`src/rtl/iirtdf2_pkg.sv`:
```
`timescale 1ns / 1ps
// Shared constants, widths, request and register codes, and datapath control
// types for the transposed direct form II IIR filter. No dependencies.
package iirtdf2_pkg;

   localparam int MAX_TAPS  = 16;
   localparam int TAP_W     = (MAX_TAPS > 1) ? $clog2(MAX_TAPS) : 1;
   localparam int DLY_DEPTH = MAX_TAPS - 1;
   localparam int DLY_AW    = (DLY_DEPTH > 1) ? $clog2(DLY_DEPTH) : 1;

   localparam int COEF_W   = 32;
   localparam int SAMPLE_W = 16;
   localparam int COUNT_W  = 5;
   localparam int FRAC_W   = 23;
   localparam int STATE_W  = 48;
   localparam int YH_W     = STATE_W - FRAC_W;
   localparam int MUL_B_W  = YH_W;
   localparam int PROD_W   = COEF_W + MUL_B_W;
   localparam int ACC_W    = PROD_W + 1;

   typedef enum logic [1:0] {
      OP_FILTER    = 2'd0,
      OP_WRITE_NUM = 2'd1,
      OP_WRITE_DEN = 2'd2,
      OP_UNUSED    = 2'd3
   } op_type;

   typedef enum logic [0:0] {
      CSR_FEEDBACK  = 1'd0,
      CSR_TAP_COUNT = 1'd1
   } csr_reg_type;

   typedef enum logic [1:0] {
      MUL_BX,
      MUL_AYH,
      MUL_AYL
   } mul_sel_type;

   typedef enum logic [1:0] {
      ACC_HOLD,
      ACC_LOAD,
      ACC_SUB_HIGH,
      ACC_SUB_LOW
   } acc_op_type;

   typedef struct packed {
      mul_sel_type mul_sel;
      acc_op_type  acc_op;
      logic        load_y;
   } mac_ctrl_type;

endpackage

```
`src/rtl/iirtdf2_ram.sv`:
```
`timescale 1ns / 1ps
// Generic single-write, single-read RAM with registered read data.
// No dependencies.
module iirtdf2_ram #(
   parameter int WIDTH = 32,
   parameter int DEPTH = 16,
   localparam int AW = (DEPTH > 1) ? $clog2(DEPTH) : 1
) (
   input  logic             clock,
   input  logic             wr_en,
   input  logic [AW-1:0]    wr_addr,
   input  logic [WIDTH-1:0] wr_data,
   input  logic [AW-1:0]    rd_addr,
   output logic [WIDTH-1:0] rd_data
);

   logic [WIDTH-1:0] mem_ff [DEPTH];
   logic [WIDTH-1:0] rd_data_ff;

   always_ff @(posedge clock) begin
      if (wr_en) begin
         mem_ff[wr_addr] <= wr_data;
      end
      rd_data_ff <= mem_ff[rd_addr];
   end

   assign rd_data = rd_data_ff;

endmodule

```
`src/rtl/iirtdf2_mac.sv`:
```
`timescale 1ns / 1ps
// Shared multiply-accumulate unit: one multiplier, product register, accumulator,
// output register y and the final rounding. Depends on iirtdf2_pkg.
module iirtdf2_mac (
   input  logic                                    clock,
   input  iirtdf2_pkg::mac_ctrl_type               ctrl,
   input  logic signed [iirtdf2_pkg::COEF_W-1:0]   coef_b,
   input  logic signed [iirtdf2_pkg::COEF_W-1:0]   coef_a,
   input  logic signed [iirtdf2_pkg::SAMPLE_W-1:0] sample,
   input  logic signed [iirtdf2_pkg::STATE_W-1:0]  delay_in,
   output logic signed [iirtdf2_pkg::STATE_W-1:0]  delay_out,
   output logic signed [iirtdf2_pkg::SAMPLE_W-1:0] filtered,
   output logic                                    saturated
);

   localparam int PROD_W   = iirtdf2_pkg::PROD_W;
   localparam int ACC_W    = iirtdf2_pkg::ACC_W;
   localparam int STATE_W  = iirtdf2_pkg::STATE_W;
   localparam int FRAC_W   = iirtdf2_pkg::FRAC_W;
   localparam int MUL_B_W  = iirtdf2_pkg::MUL_B_W;
   localparam int SAMPLE_W = iirtdf2_pkg::SAMPLE_W;
   localparam int COEF_W   = iirtdf2_pkg::COEF_W;
   localparam int LOW_W    = PROD_W - FRAC_W;
   localparam int RND_W    = STATE_W + 1 - FRAC_W;

   localparam logic [PROD_W-1:0] PROD_HALF =
      {{(PROD_W-FRAC_W){1'b0}}, 1'b1, {(FRAC_W-1){1'b0}}};
   localparam logic [STATE_W:0] Y_HALF =
      {{(STATE_W+1-FRAC_W){1'b0}}, 1'b1, {(FRAC_W-1){1'b0}}};
   localparam logic signed [RND_W-1:0] OUT_MAX = RND_W'(32767);
   localparam logic signed [RND_W-1:0] OUT_MIN = -RND_W'(32768);

   // Clamp a wide sum to Q24.23.
   function automatic logic signed [STATE_W-1:0] sat_state(
      input logic signed [ACC_W-1:0] v
   );
      logic upper_or;
      logic upper_and;
      upper_or  = |v[ACC_W-2:STATE_W-1];
      upper_and = &v[ACC_W-2:STATE_W-1];
      if (!v[ACC_W-1] && upper_or) begin
         sat_state = {1'b0, {(STATE_W-1){1'b1}}};
      end else if (v[ACC_W-1] && !upper_and) begin
         sat_state = {1'b1, {(STATE_W-1){1'b0}}};
      end else begin
         sat_state = v[STATE_W-1:0];
      end
   endfunction

   logic signed [COEF_W-1:0]  op_a;
   logic signed [MUL_B_W-1:0] op_b;
   logic signed [PROD_W-1:0]  prod_in;
   logic signed [PROD_W-1:0]  prod_ff;
   logic signed [ACC_W-1:0]   acc_in;
   logic signed [ACC_W-1:0]   acc_ff;
   logic signed [STATE_W-1:0] y_in;
   logic signed [STATE_W-1:0] y_ff;
   logic signed [ACC_W-1:0]   prod_ext;
   logic signed [ACC_W-1:0]   sum_pd;
   logic signed [PROD_W-1:0]  low_sum;
   logic signed [ACC_W-1:0]   low_ext;
   logic        [STATE_W:0]   y_round;
   logic signed [RND_W-1:0]   rnd;

   always_comb begin
      op_a = coef_b;
      op_b = {{(MUL_B_W-SAMPLE_W){sample[SAMPLE_W-1]}}, sample};
      case (ctrl.mul_sel)
         iirtdf2_pkg::MUL_BX: begin
            op_a = coef_b;
            op_b = {{(MUL_B_W-SAMPLE_W){sample[SAMPLE_W-1]}}, sample};
         end
         iirtdf2_pkg::MUL_AYH: begin
            op_a = coef_a;
            op_b = y_ff[STATE_W-1:FRAC_W];
         end
         iirtdf2_pkg::MUL_AYL: begin
            op_a = coef_a;
            op_b = {{(MUL_B_W-FRAC_W){1'b0}}, y_ff[FRAC_W-1:0]};
         end
         default: begin
            op_a = coef_b;
         end
      endcase
   end

   assign prod_in  = PROD_W'(op_a) * PROD_W'(op_b);
   assign prod_ext = {{(ACC_W-PROD_W){prod_ff[PROD_W-1]}}, prod_ff};
   assign sum_pd   = prod_ext + {{(ACC_W-STATE_W){delay_in[STATE_W-1]}}, delay_in};

   // Round half up of the low partial product, scaled back by 2^-23.
   assign low_sum = prod_ff + PROD_HALF;
   assign low_ext = {{(ACC_W-LOW_W){low_sum[PROD_W-1]}}, low_sum[PROD_W-1:FRAC_W]};

   always_comb begin
      acc_in = acc_ff;
      case (ctrl.acc_op)
         iirtdf2_pkg::ACC_HOLD:     acc_in = acc_ff;
         iirtdf2_pkg::ACC_LOAD:     acc_in = sum_pd;
         iirtdf2_pkg::ACC_SUB_HIGH: acc_in = acc_ff - prod_ext;
         iirtdf2_pkg::ACC_SUB_LOW:  acc_in = acc_ff - low_ext;
         default:                   acc_in = acc_ff;
      endcase
      y_in = ctrl.load_y ? sat_state(sum_pd) : y_ff;
   end

   always_ff @(posedge clock) begin
      prod_ff <= prod_in;
      acc_ff  <= acc_in;
      y_ff    <= y_in;
   end

   assign delay_out = sat_state(acc_ff);

   // Output: round y to an integer, then clip to 16 bits.
   assign y_round = {y_ff[STATE_W-1], y_ff} + Y_HALF;
   assign rnd     = y_round[STATE_W:FRAC_W];

   always_comb begin
      if (rnd > OUT_MAX) begin
         filtered  = OUT_MAX[SAMPLE_W-1:0];
         saturated = 1'b1;
      end else if (rnd < OUT_MIN) begin
         filtered  = OUT_MIN[SAMPLE_W-1:0];
         saturated = 1'b1;
      end else begin
         filtered  = rnd[SAMPLE_W-1:0];
         saturated = 1'b0;
      end
   end

endmodule

```
`src/rtl/iir_filter_transposed_df2.sv`:
```
`timescale 1ns / 1ps
// Top level of the transposed direct form II IIR filter: sequencer, coefficient
// and delay RAMs, settings. Depends on iirtdf2_pkg, iirtdf2_ram, iirtdf2_mac.
//
//   channel | direction | ports                                   | handshake
//   --------+-----------+-----------------------------------------+-------------------
//   req     | in        | op, coef_index, coef_value, sample, first | valid / stall
//   rsp     | out       | filtered, saturated                     | valid / stall
//   csr     | in        | wr_en, index, wdata                     | write on wr_en
//
// Coefficient writes (op 1, op 2) and unused op 3 leave the sequencer idle, so the
// block stays ready. A filter request walks the n taps in use through the one shared
// multiplier: b*x, then, with feedback on, a*y split in a high and a low part.
// req_stall is high from acceptance of a filter request until its result sits in
// the output register. The result register holds while rsp_stall is high; the next
// request is accepted while it waits. Synchronous reset clears the delay line
// (valid bits) and the handshakes and sets feedback on and nine taps; coefficient
// RAMs need writing.
module iir_filter_transposed_df2 (
   input  logic                                    clock,
   input  logic                                    reset,
   input  logic                                    req_valid,
   output logic                                    req_stall,
   input  logic [1:0]                              req_op,
   input  logic [3:0]                              req_coef_index,
   input  logic signed [iirtdf2_pkg::COEF_W-1:0]   req_coef_value,
   input  logic signed [iirtdf2_pkg::SAMPLE_W-1:0] req_sample,
   input  logic                                    req_first,
   output logic                                    rsp_valid,
   input  logic                                    rsp_stall,
   output logic signed [iirtdf2_pkg::SAMPLE_W-1:0] rsp_filtered,
   output logic                                    rsp_saturated,
   input  logic                                    csr_wr_en,
   input  logic [0:0]                              csr_index,
   input  logic [iirtdf2_pkg::COUNT_W-1:0]         csr_wdata
);

   localparam int MAX_TAPS  = iirtdf2_pkg::MAX_TAPS;
   localparam int TAP_W     = iirtdf2_pkg::TAP_W;
   localparam int DLY_DEPTH = iirtdf2_pkg::DLY_DEPTH;
   localparam int DLY_AW    = iirtdf2_pkg::DLY_AW;
   localparam int COEF_W    = iirtdf2_pkg::COEF_W;
   localparam int SAMPLE_W  = iirtdf2_pkg::SAMPLE_W;
   localparam int STATE_W   = iirtdf2_pkg::STATE_W;
   localparam int COUNT_W   = iirtdf2_pkg::COUNT_W;

   typedef enum logic [2:0] {
      ST_IDLE,
      ST_MUL_B,
      ST_ADD_B,
      ST_SUB_HIGH,
      ST_SUB_LOW,
      ST_WRITE,
      ST_FINISH
   } state_type;

   // Settings
   logic               feedback_ff;
   logic [COUNT_W-1:0] tap_count_ff;

   always_ff @(posedge clock) begin
      if (reset) begin
         feedback_ff  <= 1'b1;
         tap_count_ff <= COUNT_W'(9);
      end else if (csr_wr_en) begin
         case (csr_index)
            iirtdf2_pkg::CSR_FEEDBACK:  feedback_ff  <= csr_wdata[0];
            iirtdf2_pkg::CSR_TAP_COUNT: tap_count_ff <= csr_wdata;
            default: begin
            end
         endcase
      end
   end

   // Index of the last tap in use: a count of zero acts as one, and counts above
   // the store depth act as the full depth.
   logic [TAP_W-1:0] n_last;

   always_comb begin
      if (tap_count_ff == '0) begin
         n_last = '0;
      end else if (int'(tap_count_ff) > MAX_TAPS) begin
         n_last = TAP_W'(MAX_TAPS - 1);
      end else begin
         n_last = TAP_W'(tap_count_ff - COUNT_W'(1));
      end
   end

   // Sequencer state
   state_type                   state_ff, state_in;
   logic [TAP_W-1:0]            tap_ff, tap_in;
   logic [DLY_DEPTH-1:0]        dly_valid_ff, dly_valid_in;
   logic signed [SAMPLE_W-1:0]  sample_ff, sample_in;
   logic                        rsp_valid_ff, rsp_valid_in;
   logic signed [SAMPLE_W-1:0]  rsp_filtered_ff, rsp_filtered_in;
   logic                        rsp_saturated_ff, rsp_saturated_in;

   logic                        req_accept;
   logic                        coef_idx_ok;
   logic                        num_wr_en;
   logic                        den_wr_en;
   logic                        dly_wr_en;
   logic [TAP_W-1:0]            coef_wr_addr;
   logic [TAP_W-1:0]            dly_wr_tap;
   logic [DLY_AW-1:0]           dly_wr_addr;
   logic                        use_delay;

   logic signed [COEF_W-1:0]    num_rd;
   logic signed [COEF_W-1:0]    den_rd;
   logic signed [STATE_W-1:0]   dly_rd;
   logic signed [STATE_W-1:0]   dly_sel;
   logic signed [STATE_W-1:0]   dly_wr_data;
   logic signed [SAMPLE_W-1:0]  mac_filtered;
   logic                        mac_saturated;
   iirtdf2_pkg::mac_ctrl_type   mac_ctrl;

   assign req_stall    = (state_ff != ST_IDLE);
   assign req_accept   = req_valid && !req_stall;
   assign coef_idx_ok  = (int'(req_coef_index) < MAX_TAPS);
   assign coef_wr_addr = TAP_W'(req_coef_index);
   assign dly_wr_tap   = tap_ff - TAP_W'(1);
   assign dly_wr_addr  = dly_wr_tap[DLY_AW-1:0];

   // A delay entry feeds tap i only below the last tap, and only once written
   // since the last start of a block.
   assign use_delay = (tap_ff < n_last) && dly_valid_ff[tap_ff[DLY_AW-1:0]];
   assign dly_sel   = use_delay ? dly_rd : '0;

   always_comb begin
      state_in         = state_ff;
      tap_in           = tap_ff;
      dly_valid_in     = dly_valid_ff;
      sample_in        = sample_ff;
      rsp_valid_in     = rsp_valid_ff && rsp_stall;
      rsp_filtered_in  = rsp_filtered_ff;
      rsp_saturated_in = rsp_saturated_ff;
      num_wr_en        = 1'b0;
      den_wr_en        = 1'b0;
      dly_wr_en        = 1'b0;
      mac_ctrl.mul_sel = iirtdf2_pkg::MUL_BX;
      mac_ctrl.acc_op  = iirtdf2_pkg::ACC_HOLD;
      mac_ctrl.load_y  = 1'b0;

      case (state_ff)
         ST_IDLE: begin
            if (req_accept) begin
               case (iirtdf2_pkg::op_type'(req_op))
                  iirtdf2_pkg::OP_FILTER: begin
                     sample_in = req_sample;
                     tap_in    = '0;
                     if (req_first) begin
                        dly_valid_in = '0;
                     end
                     state_in = ST_MUL_B;
                  end
                  iirtdf2_pkg::OP_WRITE_NUM: num_wr_en = coef_idx_ok;
                  iirtdf2_pkg::OP_WRITE_DEN: den_wr_en = coef_idx_ok;
                  default: begin
                  end
               endcase
            end
         end
         ST_MUL_B: begin
            // b[i]*x into the product register
            mac_ctrl.mul_sel = iirtdf2_pkg::MUL_BX;
            state_in         = ST_ADD_B;
         end
         ST_ADD_B: begin
            // add the delay entry (into y at tap 0, else into the accumulator); start a[i]*y(high) for the feedback
            mac_ctrl.mul_sel = iirtdf2_pkg::MUL_AYH;
            if (tap_ff == '0) begin
               mac_ctrl.load_y = 1'b1;
               if (n_last == '0) begin
                  state_in = ST_FINISH;
               end else begin
                  tap_in   = TAP_W'(1);
                  state_in = ST_MUL_B;
               end
            end else begin
               mac_ctrl.acc_op = iirtdf2_pkg::ACC_LOAD;
               state_in = feedback_ff ? ST_SUB_HIGH : ST_WRITE;
            end
         end
         ST_SUB_HIGH: begin
            mac_ctrl.mul_sel = iirtdf2_pkg::MUL_AYL;
            mac_ctrl.acc_op  = iirtdf2_pkg::ACC_SUB_HIGH;
            state_in         = ST_SUB_LOW;
         end
         ST_SUB_LOW: begin
            mac_ctrl.acc_op = iirtdf2_pkg::ACC_SUB_LOW;
            state_in        = ST_WRITE;
         end
         ST_WRITE: begin
            // store z[i-1], then advance to the next tap or finish
            dly_wr_en                 = 1'b1;
            dly_valid_in[dly_wr_addr] = 1'b1;
            if (tap_ff == n_last) begin
               state_in = ST_FINISH;
            end else begin
               tap_in   = tap_ff + TAP_W'(1);
               state_in = ST_MUL_B;
            end
         end
         ST_FINISH: begin
            // hold until the output register is free
            if (!rsp_valid_ff || !rsp_stall) begin
               rsp_valid_in     = 1'b1;
               rsp_filtered_in  = mac_filtered;
               rsp_saturated_in = mac_saturated;
               state_in         = ST_IDLE;
            end
         end
         default: begin
            state_in = ST_IDLE;
         end
      endcase
   end

   always_ff @(posedge clock) begin
      if (reset) begin
         state_ff         <= ST_IDLE;
         tap_ff           <= '0;
         dly_valid_ff     <= '0;
         sample_ff        <= '0;
         rsp_valid_ff     <= 1'b0;
         rsp_filtered_ff  <= '0;
         rsp_saturated_ff <= 1'b0;
      end else begin
         state_ff         <= state_in;
         tap_ff           <= tap_in;
         dly_valid_ff     <= dly_valid_in;
         sample_ff        <= sample_in;
         rsp_valid_ff     <= rsp_valid_in;
         rsp_filtered_ff  <= rsp_filtered_in;
         rsp_saturated_ff <= rsp_saturated_in;
      end
   end

   // Read addresses follow the next tap so the registered data matches tap_ff.
   iirtdf2_ram #(
      .WIDTH(COEF_W),
      .DEPTH(MAX_TAPS)
   ) u_num_ram (
      .clock  (clock),
      .wr_en  (num_wr_en),
      .wr_addr(coef_wr_addr),
      .wr_data(req_coef_value),
      .rd_addr(tap_in),
      .rd_data(num_rd)
   );

   iirtdf2_ram #(
      .WIDTH(COEF_W),
      .DEPTH(MAX_TAPS)
   ) u_den_ram (
      .clock  (clock),
      .wr_en  (den_wr_en),
      .wr_addr(coef_wr_addr),
      .wr_data(req_coef_value),
      .rd_addr(tap_in),
      .rd_data(den_rd)
   );

   iirtdf2_ram #(
      .WIDTH(STATE_W),
      .DEPTH(DLY_DEPTH)
   ) u_dly_ram (
      .clock  (clock),
      .wr_en  (dly_wr_en),
      .wr_addr(dly_wr_addr),
      .wr_data(dly_wr_data),
      .rd_addr(tap_in[DLY_AW-1:0]),
      .rd_data(dly_rd)
   );

   iirtdf2_mac u_mac (
      .clock    (clock),
      .ctrl     (mac_ctrl),
      .coef_b   (num_rd),
      .coef_a   (den_rd),
      .sample   (sample_ff),
      .delay_in (dly_sel),
      .delay_out(dly_wr_data),
      .filtered (mac_filtered),
      .saturated(mac_saturated)
   );

   assign rsp_valid     = rsp_valid_ff;
   assign rsp_filtered  = rsp_filtered_ff;
   assign rsp_saturated = rsp_saturated_ff;

endmodule

```
`config.mk`:
```
export PLATFORM = sky130hd
export DESIGN_NAME = iir_filter_transposed_df2
export DESIGN_NICKNAME = d
export VERILOG_FILES = /design/src/rtl/iirtdf2_pkg.sv /design/src/rtl/iirtdf2_ram.sv /design/src/rtl/iirtdf2_mac.sv /design/src/rtl/iir_filter_transposed_df2.sv
export SDC_FILE = /design/constraint.sdc
export NUM_CORES = 2
export LEC_CHECK = 0
export BUFFER_PORTS_ARGS = -buffer_cell sky130_fd_sc_hd__buf_2
export CAP_MARGIN = 20
export CORE_UTILIZATION = 50
export CTS_BUF_LIST = sky130_fd_sc_hd__clkbuf_8
export DETAILED_ROUTE_END_ITERATION = 6
export GPL_ROUTABILITY_DRIVEN = 0
export PLACE_DENSITY = 0.69
export SYNTH_ARGS = -nofsm -noshare
export SYNTH_HDL_FRONTEND = slang
export SYNTH_SLANG_ARGS = --single-unit
export TNS_END_PERCENT = 50
```
`constraint.sdc`:
```
create_clock -name clock -period 8.95 [get_ports clock]
set_clock_uncertainty 0.2 [all_clocks]
set_input_delay 0.895 -clock clock [delete_from_list [all_inputs] [get_ports clock]]
set_output_delay 0.895 -clock clock [all_outputs]
set_load 0.1 [all_outputs]
```
==> impl_metrics.py <==
metrics = {
    "timing": {
        "worst_pin_slew_ns": 1.16,
        "setup_viol": 0,
        "period_share_pct": 98.2,
        "final.min_clock_period_ns": 8.79,
        "holdWs_ns": 0.0913,
        "clock.fmax_ghz": 0.114,
        "finalHoldViolCount": 0,
        "setup_tns_ns": 0,
        "finalMaxSlewViolations": 0,
        "relSlewSlack_pct": 22.9,
    },
    "setup_path": {
        "cp_max_fo": 8,
        "rr_startpoint": "state_ff[1]",
        "cp-end-kind": "flop",
        "worstPathRequired_ns": 9.71,
        "critPathLaunchType": "flop",
        "reg2reg_depth": 36,
        "critical_path_arrival_ns": 9.55,
        "rrSetupSlack_ns": 0.16,
        "max_stage_delay_ns": 0.55,
        "worstSetupPathType": "flop to flop",
        "cp_common_cell": "fa_1",
        "slowest_stage": "fa_1",
        "r2r-end": "u_mac.prod_ff[53]",
    },
    "routing": {
        "ant_nets": 0,
        "first_iter_violations": 9287,
        "vias": 83100,
        "via_per_inst": 6.01,
        "wl_um": 346000,
        "dr.pass1.iters": 6,
        "drc": 0,
        "wl_per_cell_um": 25.0,
    },
    "cells_and_area": {
        "final_util_pct": 56.6,
        "multi_input_area_um2": 50900,
        "drive_above_1_share_pct": 11.9,
        "fin_nets": 11681,
        "layoutNonFillerInstCount": 13820,
        "area_growth_pct": 12.3,
        "nFillCells": 18609,
        "seqCellArea_um2": 60200,
    },
    "floorplan": {
        "die_x_um": 484,
        "core_um2": 231000,
        "io_pins": 85,
        "row_count": 176,
        "die_area_um2": 234000,
        "initial_core_util_pct": 50.4,
        "die_h_um": 484,
    },
    "logic_synthesis": {
        "synth_seq_area_share_pct": 51.8,
        "ys_top_cells_by_area": "edfxtp_1, fa_1, nand2_1",
        "yosysWarnings": 0,
        "synth_compound_area_share_pct": 12.1,
        "yosysTopAreaCell": "edfxtp_1",
        "muxShareOfSynthArea_pct": 0.777,
        "synth_cell_type_count": 82,
        "synth_flop_cell": "edfxtp_1",
        "synth_adder_area_share_pct": 17.2,
        "synth_top_family_by_area": "adder cells",
        "synth_simple_gate_area_share_pct": 11.4,
        "syn_inst": 10118,
        "ys_seq_elements": 2081,
        "syn_area_per_cell_um2": 11.5,
        "async_flop_share_pct": 0,
        "synth_nets": 11289,
        "yosysMostFrequentCell": "edfxtp_1",
        "synth-edff-count": 1850,
        "synth_top_cells_by_count": "edfxtp_1, nand2_1, inv_1, fa_1, nor2_1",
        "netlist_area_um2": 116000,
        "synth_top_area_share_pct": 47.8,
        "synthXorXnorAreaFrac_pct": 1.63,
    },
    "global_routing": {
        "first_global_vias": 81775,
        "track_usage_pct": 29.2,
        "grt_overflow": 0,
        "grt_pass1_wl_um": 512000,
        "grt_start_max_net_pins": 206,
        "antenna_found_initial": 39,
    },
    "hold_path": {
        "holdPathEnd": "u_num_ram.mem_ff[6][17]",
        "min_path_cells": 1,
        "min-delay-start": "req_coef_value[17]",
        "hp-class": "input port to flop",
    },
    "clock_network": {
        "cts_htree_levels": 5,
        "cts_tree": "yes",
        "insertion_delay_ns": 1.10,
        "cts_root_buffer": "clkbuf_8",
        "clockBufferDepth": 4,
        "cts.clk_slew.worst_paths_ns": 0.06,
        "cts_num_sinks": 2081,
        "cts_buffers": 350,
    },
    "pwr": {
        "p_per_area_nw_per_um2": 191,
        "p_leak_nw": 50.0,
        "vdd_drop_max_v": 0.000141,
    },
    "run": {
        "cap_violations": 0,
    },
    "placement": {
        "placed_cells": 13136,
        "portBuffers": 84,
        "place_hpwl_um": 233000,
    },
    "run_status": {
        "status": "complete, no violations",
    },
}
==> layer usage <==
| metal | vias up | track usage (%) | wire length (µm) |
|---|---|---|---|
| met1 | 41332 | 40.2 | 135000 |
| met3 | 990 | 7.22 | 40200 |
| met5 | - | 0 | 135 |
| met4 | 20 | 14.8 | 19600 |
| li1 | 36140 | - | - |
| met2 | 4618 | 43.1 | 151000 |
==> worst max-delay path, delay by kind of cell, from the launching register on <==
kind	cells	cell delay [ns]
xor gates and xnor gates	1	0.13
buffers and inverters	12	1.49
adders and majority gates	9	4.23
DFF	1	0.34
and+or+nand+nor	3	0.39
AOI/OAI and AO/OA	10	1.66
muxes	1	0.26
==> how the worst max path moves through the flow <==
stage	startpoint	end	slack (ns)	cells past startpoint
final	state_ff[1]	u_mac.prod_ff[53]	0.16	36
after global routing	state_ff[0]	u_mac.prod_ff[53]	-0.07	36
after CTS	state_ff[1]	u_mac.prod_ff[53]	0.008	35
after detailed placement	state_ff[1]	u_mac.prod_ff[53]	-0.26	34
after global placement	state_ff[0]	u_mac.prod_ff[53]	-0.18	35
after floorplan	state_ff[0]	u_mac.prod_ff[53]	0.03	35
==> stage by stage <==
step           setup WS [ns]  instance area, µm²  power, W
2_1_floorplan         0.0345              116000    0.0147
3_3_place_gp          -0.184              123000    0.0167
3_5_place_dp          -0.255              123000    0.0168
4_1_cts              0.00774              130000    0.0249
5_1_grt              -0.0734              130000    0.0260
6_report               0.157              130000    0.0250
==> cells by family (layout without fill, tap and decap cells) <==
family	after synthesis	after routing
simple gates	3012	3012
compound gates	2085	2085
flops	2081	2081
buf+inv	1537	2195
fa+ha+maj	1106	1106
xor+xnor	216	216
mux	81	81
other cells	0	18
==> cell usage in the layout, fill, tap and decap left out, types with 408 or more instances in the layout <==
master and n:
clkbuf_8 408, and2_1 477, nor2_1 666, a211oi_1 539
fa_1 816, nand2_1 1487, inv_1 1053, a21oi_1 459
edfxtp_1 1850, buf_4 473
==> registers in the layout (all words and copies together) (netlist names), 32 cells and up <==
name               count
u_den_ram.mem_ff     512
u_num_ram.rd_data     32
u_dly_ram.mem_ff     720
u_mac.prod_ff         57
u_den_ram.rd_data     32
u_num_ram.mem_ff     512
u_dly_ram.rd_data     48
u_mac.acc_ff          58
u_mac.y_ff            48
==> timing repair <==
| action | CTS | global route |
|---|---|---|
| hold buffers | 24 | 0 |
| resized for setup | 15 | 83 |
| endpoints found under the setup margin | 6 | 17 |
| endpoints found under the hold margin | 22 | 0 |
| pin swaps | 0 | 18 |
| cloned | 1 | 3 |
| setup buffers | 0 | 20 |
==> area by class of cell <==
| cell class | count | area share [%] |
|---|---|---|
| flip-flops and latches | 2081 | 46.1 |
| clock inverters | 210 | 0.826 |
| clock buffers | 408 | 4.31 |
| inverters | 933 | 2.69 |
| multi-input cells | 6500 | 39.0 |
| repair buffers | 644 | 4.05 |
| diodes | 18 | 0.0345 |
| well taps | 3026 | 2.90 |
==> where the power goes <==
group | switching [W] | total, W | internal (W)
sequential | 0.000399 | 0.0112 | 0.0108
clock | 0.00376 | 0.00809 | 0.00433
combinational | 0.00342 | 0.00571 | 0.00229
total | 0.00758 | 0.0250 | 0.0174
No activity file was read; power rests on OpenSTA's default activity.
